<file path="config.mk">
export PLATFORM = sky130hd
export DESIGN_NAME = sorted_priority_queue_core_flat
export DESIGN_NICKNAME = d
export VERILOG_FILES = /design/src/rtl/spq_pkg.sv /design/src/rtl/spq_in_if.sv /design/src/rtl/spq_out_if.sv /design/src/rtl/spq_cell.sv /design/src/rtl/sorted_priority_queue_core.sv /design/src/flat_wrapper.sv
export SDC_FILE = /design/constraint.sdc
export NUM_CORES = 2
export LEC_CHECK = 0
export BUFFER_PORTS_ARGS = -buffer_cell sky130_fd_sc_hd__buf_4
export CAP_MARGIN = 30
export CELL_PAD_IN_SITES_DETAIL_PLACEMENT = 1
export CELL_PAD_IN_SITES_GLOBAL_PLACEMENT = 2
export CORE_MARGIN = 8
export CORE_UTILIZATION = 40
export CTS_BUF_LIST = sky130_fd_sc_hd__clkbuf_2
export DETAILED_ROUTE_END_ITERATION = 8
export PLACE_DENSITY = 0.8
export SLEW_MARGIN = 20
export SYNTH_ARGS = -nofsm -noshare
export SYNTH_HDL_FRONTEND = slang
export SYNTH_SLANG_ARGS = --single-unit
</file>
<file path="constraint.sdc">
create_clock -name clk_i -period 6.9 [get_ports clk_i]
set_clock_uncertainty 0.05 [all_clocks]
set_input_delay 1.035 -clock clk_i [delete_from_list [all_inputs] [get_ports clk_i]]
set_output_delay 1.035 -clock clk_i [all_outputs]
set_load 0.05 [all_outputs]
</file>
<file path="src/rtl/spq_pkg.sv">
// Shared types and constants of the sorted priority queue.
package spq_pkg;

  localparam int unsigned ITEM_W       = 32;
  localparam int unsigned PRIO_W       = 32;
  localparam int unsigned COUNT_OUT_W  = 5;
  localparam int unsigned CAPACITY_DEF = 16;
  localparam int unsigned DATA_W_DEF   = 32;

  typedef enum logic {
    ACT_PUSH = 1'b0,
    ACT_POP  = 1'b1
  } spq_action_e;

  typedef struct packed {
    logic push;
    logic pop;
  } spq_cmd_t;

endpackage

</file>
<file path="src/rtl/spq_in_if.sv">
// Input channel of the sorted priority queue: one push or pop request per item.
interface spq_in_if
  import spq_pkg::*;
();
  logic                       valid;
  logic                       ready;
  spq_action_e                action;
  logic signed [ITEM_W-1:0]   item_data;
  logic signed [PRIO_W-1:0]   item_priority;

  modport source (output valid, output action, output item_data, output item_priority,
                  input ready);
  modport sink   (input valid, input action, input item_data, input item_priority,
                  output ready);
endinterface

</file>
<file path="src/rtl/spq_out_if.sv">
// Output channel of the sorted priority queue: the queue status after each item.
interface spq_out_if
  import spq_pkg::*;
();
  logic                          valid;
  logic                          ready;
  logic signed [ITEM_W-1:0]      head_data;
  logic                          head_valid;
  logic [COUNT_OUT_W-1:0]        entry_count;
  logic                          push_dropped;
  logic                          pop_on_empty;

  modport source (output valid, output head_data, output head_valid, output entry_count,
                  output push_dropped, output pop_on_empty, input ready);
  modport sink   (input valid, input head_data, input head_valid, input entry_count,
                  input push_dropped, input pop_on_empty, output ready);
endinterface

</file>
<file path="src/rtl/spq_cell.sv">
// One slot of the queue: holds an entry and shifts, inserts or keeps it.
module spq_cell
  import spq_pkg::*;
#(
  parameter int unsigned DATA_WIDTH = DATA_W_DEF
) (
  input  logic                     clk_i,
  input  logic                     rst_ni,
  input  spq_cmd_t                 cmd_i,
  input  logic [DATA_WIDTH-1:0]    new_data_i,
  input  logic signed [PRIO_W-1:0] new_prio_i,
  input  logic [DATA_WIDTH-1:0]    left_data_i,
  input  logic signed [PRIO_W-1:0] left_prio_i,
  input  logic                     left_valid_i,
  input  logic                     left_ge_i,
  input  logic [DATA_WIDTH-1:0]    right_data_i,
  input  logic signed [PRIO_W-1:0] right_prio_i,
  input  logic                     right_valid_i,
  output logic [DATA_WIDTH-1:0]    data_o,
  output logic signed [PRIO_W-1:0] prio_o,
  output logic                     valid_o,
  output logic                     ge_o
);

  logic [DATA_WIDTH-1:0]    data_q, data_d;
  logic signed [PRIO_W-1:0] prio_q, prio_d;
  logic                     valid_q, valid_d;

  assign ge_o = valid_q && (prio_q >= new_prio_i);

  always_comb begin
    data_d  = data_q;
    prio_d  = prio_q;
    valid_d = valid_q;
    if (cmd_i.push && !ge_o) begin
      if (left_ge_i) begin
        data_d  = new_data_i;
        prio_d  = new_prio_i;
        valid_d = 1'b1;
      end else begin
        data_d  = left_data_i;
        prio_d  = left_prio_i;
        valid_d = left_valid_i;
      end
    end else if (cmd_i.pop) begin
      data_d  = right_data_i;
      prio_d  = right_prio_i;
      valid_d = right_valid_i;
    end
  end

  always_ff @(posedge clk_i or negedge rst_ni) begin
    if (!rst_ni) begin
      valid_q <= 1'b0;
    end else begin
      valid_q <= valid_d;
    end
  end

  always_ff @(posedge clk_i) begin
    data_q <= data_d;
    prio_q <= prio_d;
  end

  assign data_o  = data_q;
  assign prio_o  = prio_q;
  assign valid_o = valid_q;

endmodule

</file>
<file path="src/rtl/sorted_priority_queue_core.sv">
// Top level of the sorted priority queue: a row of slot cells and the result register.
//
// Channel | Direction | Item contents
// in_i    | sink      | action, item_data, item_priority
// out_o   | source    | head_data, head_valid, entry_count, push_dropped, pop_on_empty
//
// Every cell compares its priority with the new one in parallel and shifts, inserts or
// keeps its entry at the accepting edge.
// The result appears in the cycle after acceptance; a new item is taken in the cycle its
// predecessor's result is taken, so one item per cycle is sustained while out_o is ready.
// A stalled result holds in_i off. Reset empties the queue at once; slot contents are not
// cleared.
module sorted_priority_queue_core
  import spq_pkg::*;
#(
  parameter int unsigned CAPACITY   = CAPACITY_DEF,
  parameter int unsigned DATA_WIDTH = DATA_W_DEF
) (
  input  logic      clk_i,
  input  logic      rst_ni,
  spq_in_if.sink    in_i,
  spq_out_if.source out_o
);

  localparam int unsigned CNT_W = $clog2(CAPACITY + 1);

  logic                     in_acc;
  logic                     full;
  logic                     empty;
  spq_cmd_t                 cmd;
  logic [DATA_WIDTH-1:0]    new_data;
  logic [CNT_W-1:0]         count_q, count_d;
  logic                     out_valid_q;
  logic                     dropped_q, dropped_d;
  logic                     empty_pop_q, empty_pop_d;
  logic [ITEM_W-1:0]        head_ext;
  logic [CAPACITY-1:0]      valid_vec;
  logic [CAPACITY-1:0]      therm;

  logic [DATA_WIDTH-1:0]    cell_data  [CAPACITY];
  logic signed [PRIO_W-1:0] cell_prio  [CAPACITY];
  logic                     cell_valid [CAPACITY];
  logic                     cell_ge    [CAPACITY];

  assign in_i.ready = !out_valid_q || out_o.ready;
  assign in_acc     = in_i.valid && in_i.ready;
  assign full       = (count_q == CNT_W'(CAPACITY));
  assign empty      = (count_q == '0);

  assign cmd.push = in_acc && (in_i.action == ACT_PUSH) && !full;
  assign cmd.pop  = in_acc && (in_i.action == ACT_POP) && !empty;

  generate
    if (DATA_WIDTH >= ITEM_W) begin : g_data_wide
      assign new_data = {{(DATA_WIDTH - ITEM_W){1'b0}}, in_i.item_data};
      assign head_ext = cell_data[0][ITEM_W-1:0];
    end else begin : g_data_narrow
      assign new_data = in_i.item_data[DATA_WIDTH-1:0];
      assign head_ext = {{(ITEM_W - DATA_WIDTH){1'b0}}, cell_data[0]};
    end
  endgenerate

  generate
    for (genvar i = 0; i < CAPACITY; i++) begin : g_cell
      logic [DATA_WIDTH-1:0]    l_data, r_data;
      logic signed [PRIO_W-1:0] l_prio, r_prio;
      logic                     l_valid, l_ge, r_valid;

      if (i == 0) begin : g_first
        assign l_data  = new_data;
        assign l_prio  = in_i.item_priority;
        assign l_valid = 1'b1;
        assign l_ge    = 1'b1;
      end else begin : g_mid_l
        assign l_data  = cell_data[i-1];
        assign l_prio  = cell_prio[i-1];
        assign l_valid = cell_valid[i-1];
        assign l_ge    = cell_ge[i-1];
      end

      if (i == CAPACITY - 1) begin : g_last
        assign r_data  = '0;
        assign r_prio  = '0;
        assign r_valid = 1'b0;
      end else begin : g_mid_r
        assign r_data  = cell_data[i+1];
        assign r_prio  = cell_prio[i+1];
        assign r_valid = cell_valid[i+1];
      end

      spq_cell #(
        .DATA_WIDTH (DATA_WIDTH)
      ) u_cell (
        .clk_i         (clk_i),
        .rst_ni        (rst_ni),
        .cmd_i         (cmd),
        .new_data_i    (new_data),
        .new_prio_i    (in_i.item_priority),
        .left_data_i   (l_data),
        .left_prio_i   (l_prio),
        .left_valid_i  (l_valid),
        .left_ge_i     (l_ge),
        .right_data_i  (r_data),
        .right_prio_i  (r_prio),
        .right_valid_i (r_valid),
        .data_o        (cell_data[i]),
        .prio_o        (cell_prio[i]),
        .valid_o       (cell_valid[i]),
        .ge_o          (cell_ge[i])
      );

      assign valid_vec[i] = cell_valid[i];
    end
  endgenerate

  always_comb begin
    count_d     = count_q;
    dropped_d   = dropped_q;
    empty_pop_d = empty_pop_q;
    if (in_acc) begin
      dropped_d   = (in_i.action == ACT_PUSH) && full;
      empty_pop_d = (in_i.action == ACT_POP) && empty;
      if (cmd.push) begin
        count_d = count_q + CNT_W'(1);
      end else if (cmd.pop) begin
        count_d = count_q - CNT_W'(1);
      end
    end
  end

  always_ff @(posedge clk_i or negedge rst_ni) begin
    if (!rst_ni) begin
      count_q     <= '0;
      out_valid_q <= 1'b0;
      dropped_q   <= 1'b0;
      empty_pop_q <= 1'b0;
    end else begin
      count_q     <= count_d;
      dropped_q   <= dropped_d;
      empty_pop_q <= empty_pop_d;
      if (in_acc) begin
        out_valid_q <= 1'b1;
      end else if (out_o.ready) begin
        out_valid_q <= 1'b0;
      end
    end
  end

  generate
    if (CNT_W >= COUNT_OUT_W) begin : g_cnt_wide
      assign out_o.entry_count = count_q[COUNT_OUT_W-1:0];
    end else begin : g_cnt_narrow
      assign out_o.entry_count = {{(COUNT_OUT_W - CNT_W){1'b0}}, count_q};
    end
  endgenerate

  assign out_o.valid        = out_valid_q;
  assign out_o.head_valid   = cell_valid[0];
  assign out_o.head_data    = cell_valid[0] ? head_ext : '0;
  assign out_o.push_dropped = dropped_q;
  assign out_o.pop_on_empty = empty_pop_q;

  assign therm = ~({CAPACITY{1'b1}} << count_q);

  a_count_bound : assert property (@(posedge clk_i) disable iff (!rst_ni)
    count_q <= CNT_W'(CAPACITY))
    else $error("Entry count exceeds the capacity.");

  a_valid_therm : assert property (@(posedge clk_i) disable iff (!rst_ni)
    valid_vec == therm)
    else $error("Slot valid bits do not match the entry count.");

  a_push_grows : assert property (@(posedge clk_i) disable iff (!rst_ni)
    cmd.push |=> count_q == $past(count_q) + CNT_W'(1))
    else $error("An accepted push did not add an entry.");

  a_pop_shrinks : assert property (@(posedge clk_i) disable iff (!rst_ni)
    cmd.pop |=> count_q == $past(count_q) - CNT_W'(1))
    else $error("An accepted pop did not remove an entry.");

  a_result_follows : assert property (@(posedge clk_i) disable iff (!rst_ni)
    in_acc |=> out_valid_q)
    else $error("An accepted item produced no result.");

endmodule
</file>
<file path="src/flat_wrapper.sv">
// flat-port wrapper written by rule: the top's interface ports become plain ports
module sorted_priority_queue_core_flat import spq_pkg::*;
#(
  parameter int unsigned CAPACITY   = CAPACITY_DEF,
  parameter int unsigned DATA_WIDTH = DATA_W_DEF
)
  (clk_i, rst_ni, in_i_valid, in_i_action, in_i_item_data, in_i_item_priority, in_i_ready, out_o_valid, out_o_head_data, out_o_head_valid, out_o_entry_count, out_o_push_dropped, out_o_pop_on_empty, out_o_ready);
  spq_in_if in_i_i ();
  spq_out_if out_o_i ();
  input  logic clk_i;
  input  logic rst_ni;
  input wire logic [$bits(in_i_i.valid)-1:0] in_i_valid;
  input wire logic [$bits(in_i_i.action)-1:0] in_i_action;
  input wire logic [$bits(in_i_i.item_data)-1:0] in_i_item_data;
  input wire logic [$bits(in_i_i.item_priority)-1:0] in_i_item_priority;
  output wire logic [$bits(in_i_i.ready)-1:0] in_i_ready;
  output wire logic [$bits(out_o_i.valid)-1:0] out_o_valid;
  output wire logic [$bits(out_o_i.head_data)-1:0] out_o_head_data;
  output wire logic [$bits(out_o_i.head_valid)-1:0] out_o_head_valid;
  output wire logic [$bits(out_o_i.entry_count)-1:0] out_o_entry_count;
  output wire logic [$bits(out_o_i.push_dropped)-1:0] out_o_push_dropped;
  output wire logic [$bits(out_o_i.pop_on_empty)-1:0] out_o_pop_on_empty;
  input wire logic [$bits(out_o_i.ready)-1:0] out_o_ready;
  assign in_i_i.valid = in_i_valid;
  assign in_i_i.action = in_i_action;
  assign in_i_i.item_data = in_i_item_data;
  assign in_i_i.item_priority = in_i_item_priority;
  assign in_i_ready = in_i_i.ready;
  assign out_o_valid = out_o_i.valid;
  assign out_o_head_data = out_o_i.head_data;
  assign out_o_head_valid = out_o_i.head_valid;
  assign out_o_entry_count = out_o_i.entry_count;
  assign out_o_push_dropped = out_o_i.push_dropped;
  assign out_o_pop_on_empty = out_o_i.pop_on_empty;
  assign out_o_i.ready = out_o_ready;
  sorted_priority_queue_core #(.CAPACITY(CAPACITY), .DATA_WIDTH(DATA_WIDTH)) u_core (.clk_i(clk_i), .rst_ni(rst_ni), .in_i(in_i_i), .out_o(out_o_i));
endmodule
</file>
Word level (Yosys, flattened, before mapping)
Cells that the tools add are included.

cells by class
  order comparisons = 16
  equal/unequal tests = 1
  reduce and logical (&&, ||, !) cells = 79
  multiplexer cells = 145
  $add $sub $neg = 2
  bitwise logic cells = 1

operators with widths
  cell                                               number
  2-to-1 mux 32 bit                                  94
  greater-or-equal comparator 32 bit                 16
  2-to-1 mux 1 bit                                   49
  logical AND 1 bit                                  39
  nonzero test 2 bit                                 18
  zero test 1 bit                                    19
  2-to-1 mux 5 bit                                   2
  adder 5 x 1 -> 5 bit (second input constant)       1
  == test 5 bit (second input constant)              1
  zero test 5 bit                                    1
  subtractor 5 x 1 -> 5 bit (second input constant)  1
  AND reduction 2 bit                                1
  logical OR 1 bit                                   1
  inverter 1 bit                                     1

word-level totals
  output and inout bits = 42
  register bits = 1048
  word-level logic and storage cells = 296

Logic depth before layout (Yosys ltp)
  word-level depth = 7
  depth in mapped cells = 16
  gate-level depth less buffers = 11

Hierarchy
A second synthesis with hierarchy kept.

unflattened totals
  cells, all modules = 5481
  area total of the unflattened synthesis = 71801.4 µm²

by module, submodules not included
  module                                  cells an instance  area each (µm²)  instances
  spq_cell (u_core.g_cell[0].u_cell ...)  339                4404.2           12
  spq_cell (u_core.g_cell[6].u_cell ...)  330                4548.1           4
  sorted_priority_queue_core              93                 758.2            1

Worst setup path before layout
No wires, ideal clock.

  path kind = input to register
  from = input port in_i_item_priority[13]
  to = register u_core.g_cell[3].u_cell.data_q[0], enable pin
  buffers on the path = 3
  stages on the path = 11
  arrival time = 8157 ps
  library setup time = 575 ps
  path slack = -1882 ps
  data required time = 6275 ps
  path through = clkbuf_1 inv_1 ha_1 a21o_1 a21o_1 a2111oi_0 a2111oi_0 a21o_1 clkbuf_1 buf_1 o21ai_0

on the way
  word-level cells in the longest chain between the ends = 5

RTL lines
  item                                 RTL line            RTL
  start: declaration                   flat_wrapper.sv:15  input wire logic [$bits(in_i_i.item_priority)-1:0] in_i_item_priority;
  greater-or-equal comparator 32 bit   spq_cell.sv:29      assign ge_o = valid_q && (prio_q >= new_prio_i);
  logical AND 1 bit                    spq_cell.sv:29
  zero test 1 bit                      spq_cell.sv:35      if (cmd_i.push && !ge_o) begin
  logical AND 1 bit                    spq_cell.sv:35
  nonzero test 2 bit (no source line)  n/a
  end signal: assignment               spq_cell.sv:61      data_q <= data_d;
  end: declaration                     spq_cell.sv:25      logic [DATA_WIDTH-1:0] data_q, data_d;

No other way between the ends.
A chain may end at the register's enable or synchronous reset.

Worst setup path after layout
  from = input port in_i_item_priority[30]
  to = register u_core.g_cell[5].u_cell.data_q[23], data pin

on the way
  word-level cells in the longest chain between the ends = 5
  elaborated cells on any way between the ends = 8
  those cells by class = 2 x order compare; 2 x mux; 4 x reduce/logical

RTL lines
  item                                    RTL line
  greater-or-equal comparator 32 bit      spq_cell.sv:29
  logical AND 1 bit                       spq_cell.sv:29
  zero test 1 bit                         spq_cell.sv:35
  logical AND 1 bit                       spq_cell.sv:35
  2-to-1 mux 32 bit (*)                   spq_cell.sv:35
  via u_core.g_cell[5].u_cell.data_d[23]  spq_cell.sv:25
  end signal: assignment                  spq_cell.sv:61
  end: declaration                        spq_cell.sv:25

The timed path passes the listed nets; every way through them passes the cells marked *.

==> results.sh <==
export IMPL_syn_to_final_growth_pct=10.12
export IMPL_finalMaxSlewViolations=0
export IMPL_ios=111
export IMPL_p_per_area_nw_per_um2=336.2
export IMPL_p_comb_share_pct=44.3
export IMPL_synth_edf_count=1024
export IMPL_drt_pass1_iterations=6
export IMPL_placed_cells=9447
export IMPL_die_height_um=445.7
export IMPL_critPathMaxFanout=40
export IMPL_drive_above_1_share_pct=19.90
export IMPL_wl_per_cell_um=30.16
export IMPL_r2r_start="u_core.g_cell[9].u_cell.prio_o[31]"
export IMPL_p_sw_mw=12.13
export IMPL_synth_area_leader_cell="edfxtp_1"
export IMPL_clk_pin_slew_worst_paths_ns=0.11
export IMPL_fin_ws_ns=2.130
export IMPL_placementRows=157
export IMPL_dp_hpwl_um=202000
export IMPL_ff2ff_path_depth=9
export IMPL_hp_class="input pin to register"
export IMPL_drc_errors=0
export IMPL_worst_slew_pin_slew_ns=1.266
export IMPL_cts_sinks=1048
export IMPL_yosysMostFrequentCell="edfxtp_1"
export IMPL_clock_path_buffers=4
export IMPL_place_ws_ns=1.074
export IMPL_startpoint_type="input pin"
export IMPL_path_delay_family="buffers and inverters"
export IMPL_start_util_pct=40.29
export IMPL_synth_top_area_share_pct=41.64
export IMPL_arrival_ns=6.23
export IMPL_syn_cell_area_sq_um=73850
export IMPL_gr_usage_all_layers_pct=29.30
export IMPL_crit_end="u_core.g_cell[5].u_cell.data_o[23]"
export IMPL_path_cells="dlygate4sd3_1 -> buf_4 -> inv_1 -> buf_4 -> ha_1 -> nand4_1 -> nor4_1 -> nand4_1 -> nand2_1 -> nor4b_1 -> nor3_2 -> buf_4 -> mux2_2 -> mux2_2"
export IMPL_fin_crit_sh_pct=69.13
export IMPL_clk_insertion_delay_late_ns=1.88
export IMPL_internal_power_mw=15.21
export IMPL_drtIter0Drc=5624
export IMPL_cap_violations=0
export IMPL_ys_ff_latch=1048
export IMPL_drt_wl_total_um=304500
export IMPL_final_cells=10096
export IMPL_path_depth=14
export IMPL_ir_drop_mv=0.3054
export IMPL_htree_levels=5
export IMPL_die_w_um=445.7
export IMPL_final_hold_viol_count=0
export IMPL_crit_type="input pin to register"
export IMPL_routabilityCongestion=0.9131
export IMPL_seq_area_frac_synth_pct=42.45
export IMPL_coreArea_sq_um=183300
export IMPL_leakagePower_nw=31.79
export IMPL_antenna_found_initial=9
export IMPL_io_buffers=110
export IMPL_avgViaCountPerCell=6.549
export IMPL_startpoint="in_i_item_priority[30]"
export IMPL_dieArea_sq_um=198600
export IMPL_rsz0062_at_grt="no"
export IMPL_grt_max_degree=130
export IMPL_clockRootBuffer="clkbuf_2"
export IMPL_swShare_pct=44.35
export IMPL_synthesis_nets=7975
export IMPL_status="finished clean"
export IMPL_grt_pass1_vias=69971
export IMPL_ant_nets=0
export IMPL_cts_tree="done"
export IMPL_period_needed_ns=4.770
export IMPL_cts_setup_buffers=0
export IMPL_setup_tns_ns=0
export IMPL_setup_violations=0
export IMPL_grt_ovfl_total=0
export IMPL_endpoint_kind="register"
export IMPL_ff2ff_setup_slack_ns=2.25
export IMPL_max_stage_delay_ns=0.82
export IMPL_critical_path_slowest_cell="nor4_1"
export IMPL_relSlewSlack_pct=15.62
export IMPL_grt_pass1_wl_um=450300
export IMPL_worstPathBufferInverterCount=5
export IMPL_synthDistinctLibCells=75
export IMPL_async_flop_share_pct=2.290
export IMPL_reg2reg_to="u_core.g_cell[9].u_cell.data_o[23]"
export IMPL_cts_buffers=330
export IMPL_pwr_share_seq_pct=37.4
export IMPL_power_frac_clock_pct=18.3
export IMPL_dr_total_vias=66121
export IMPL_crit_top_cell="buf_4"
export IMPL_synth_commonest_cells="edfxtp_1 (1024), nand2_1 (870), clkbuf_1 (623)"
export IMPL_ys_warn_count=0
export IMPL_avgSynthCellArea_sq_um=9.993
export IMPL_syn_inst=7390
export IMPL_clock_fmax_mhz=209.7
export IMPL_synth_top_flop_cell="edfxtp_1"
export IMPL_worst_ep_required_time_ns=8.36
export IMPL_nets=7982
export IMPL_synth_area_top_cells="edfxtp_1 (42%), mux2_2 (8.9%), ha_1 (8.7%)"
metrics by stage:
step	total power, mW	utilization (%)	area [sq um]	hold WS, ns
after global placement	21.60	42.37	77650	0.4389
after global routing	28.60	44.37	81320	0.06579
final	27.34	44.37	81320	0.2054
after CTS	27.14	44.28	81160	0.01506
after floorplan	17.64	-	73850	0.4504
after detailed placement	22.09	42.39	77700	0.4501
repair_timing:
action	in CTS	in global routing
hold buffers	75	0
hold endpoints to repair	989	0
endpoints found under the setup margin	0	0
resized for setup	0	0
area by class of cell:
class | instances | area (sq um)
clock inverter | 59 | 232.7
inverter | 80 | 306.5
antenna | 14 | 35.03
fill | 20512 | 102000
clock buffer | 494 | 2472
multi-input combinational | 5550 | 40040
tap | 2464 | 3083
timing repair buffer | 387 | 3792
sequential | 1048 | 31360
worst register-to-register path, cell delays in order (launching register included):
cell and delay [ns]:
edfxtp_1 0.55, ha_4 0.53, nand4_1 0.18, or2_1 0.34, or4_1 0.68, o21a_4 0.39
or3_1 0.37, o211ai_1 0.17, nand2b_4 0.68, buf_4 0.36
power groups by stage:
stage	Clock (mW)	Combinational (mW)	Sequential, mW
6_report	5.01	12.1	10.2
3_5_place_dp	0	11.8	10.3
2_1_floorplan	0	7.97	9.68
3_3_place_gp	0	11.3	10.3
4_1_cts	5.12	11.9	10.2
5_1_grt	5.39	12.9	10.3
per-layer routing:
layer	GRT usage [%]	wire length [um]
met3	4.993	19690
met1	36.04	123700
met5	0	10
met4	15.72	17020
met2	49.09	144100
cell usage in the layout (no fill, tap or decap), drive strengths merged, types with 129 or more instances in the layout:
| master | instances |
|---|---|
| a21oi | 437 |
| a31oi | 136 |
| buf | 310 |
| clkbuf | 496 |
| edfxtp | 1024 |
| ha | 515 |
| mux2 | 605 |
| mux2i | 299 |
| nand2 | 870 |
| nand2b | 134 |
| nand3 | 154 |
| nor2 | 214 |
| nor3 | 256 |
| o21ai | 621 |
| o22ai | 129 |
state kept, by name, indices dropped and copies added, names as in the netlist:
register / count
u_core.g_cell.u_cell.prio_o: 512
u_core.out_o.pop_on_empty: 1
u_core.out_o.valid: 1
u_core.out_o.entry_count: 5
u_core.g_cell.u_cell.valid_o: 16
u_core.out_o.push_dropped: 1
u_core.g_cell.u_cell.data_o: 512
cells by family (layout without fill, tap and decap cells):
group | Yosys count | in the layout | synth area share, %
AO/OA/AOI/OAI | 2231 | 2231 | 19.60
multiplexers | 904 | 904 | 13.28
flip-flops | 1048 | 1048 | 42.45
buffers and inverters | 792 | 1020 | 4.088
adder cells (fa/ha/maj) | 516 | 516 | 8.753
other | 0 | 14 | 0
XOR/XNOR | 5 | 5 | 0.05930
AND/OR/NAND/NOR | 1894 | 1894 | 11.77
worst min-delay path by stage:
stage / startpoint / to / slack (ns) / cells past startpoint
2_1_floorplan: u_core.g_cell[15].u_cell.valid_o / u_core.g_cell[14].u_cell.valid_o / 0.45 / 2
3_3_place_gp: u_core.out_o.push_dropped / u_core.out_o.push_dropped / 0.44 / 1
3_5_place_dp: u_core.out_o.pop_on_empty / u_core.out_o.pop_on_empty / 0.45 / 2
4_1_cts: in_i_item_priority[27] / u_core.g_cell[3].u_cell.prio_o[27] / 0.02 / 4
5_1_grt: in_i_item_data[4] / u_core.g_cell[0].u_cell.data_o[4] / 0.07 / 3
6_report: in_i_item_priority[27] / u_core.g_cell[3].u_cell.prio_o[27] / 0.21 / 4
Power figures use the tool's default switching activity.
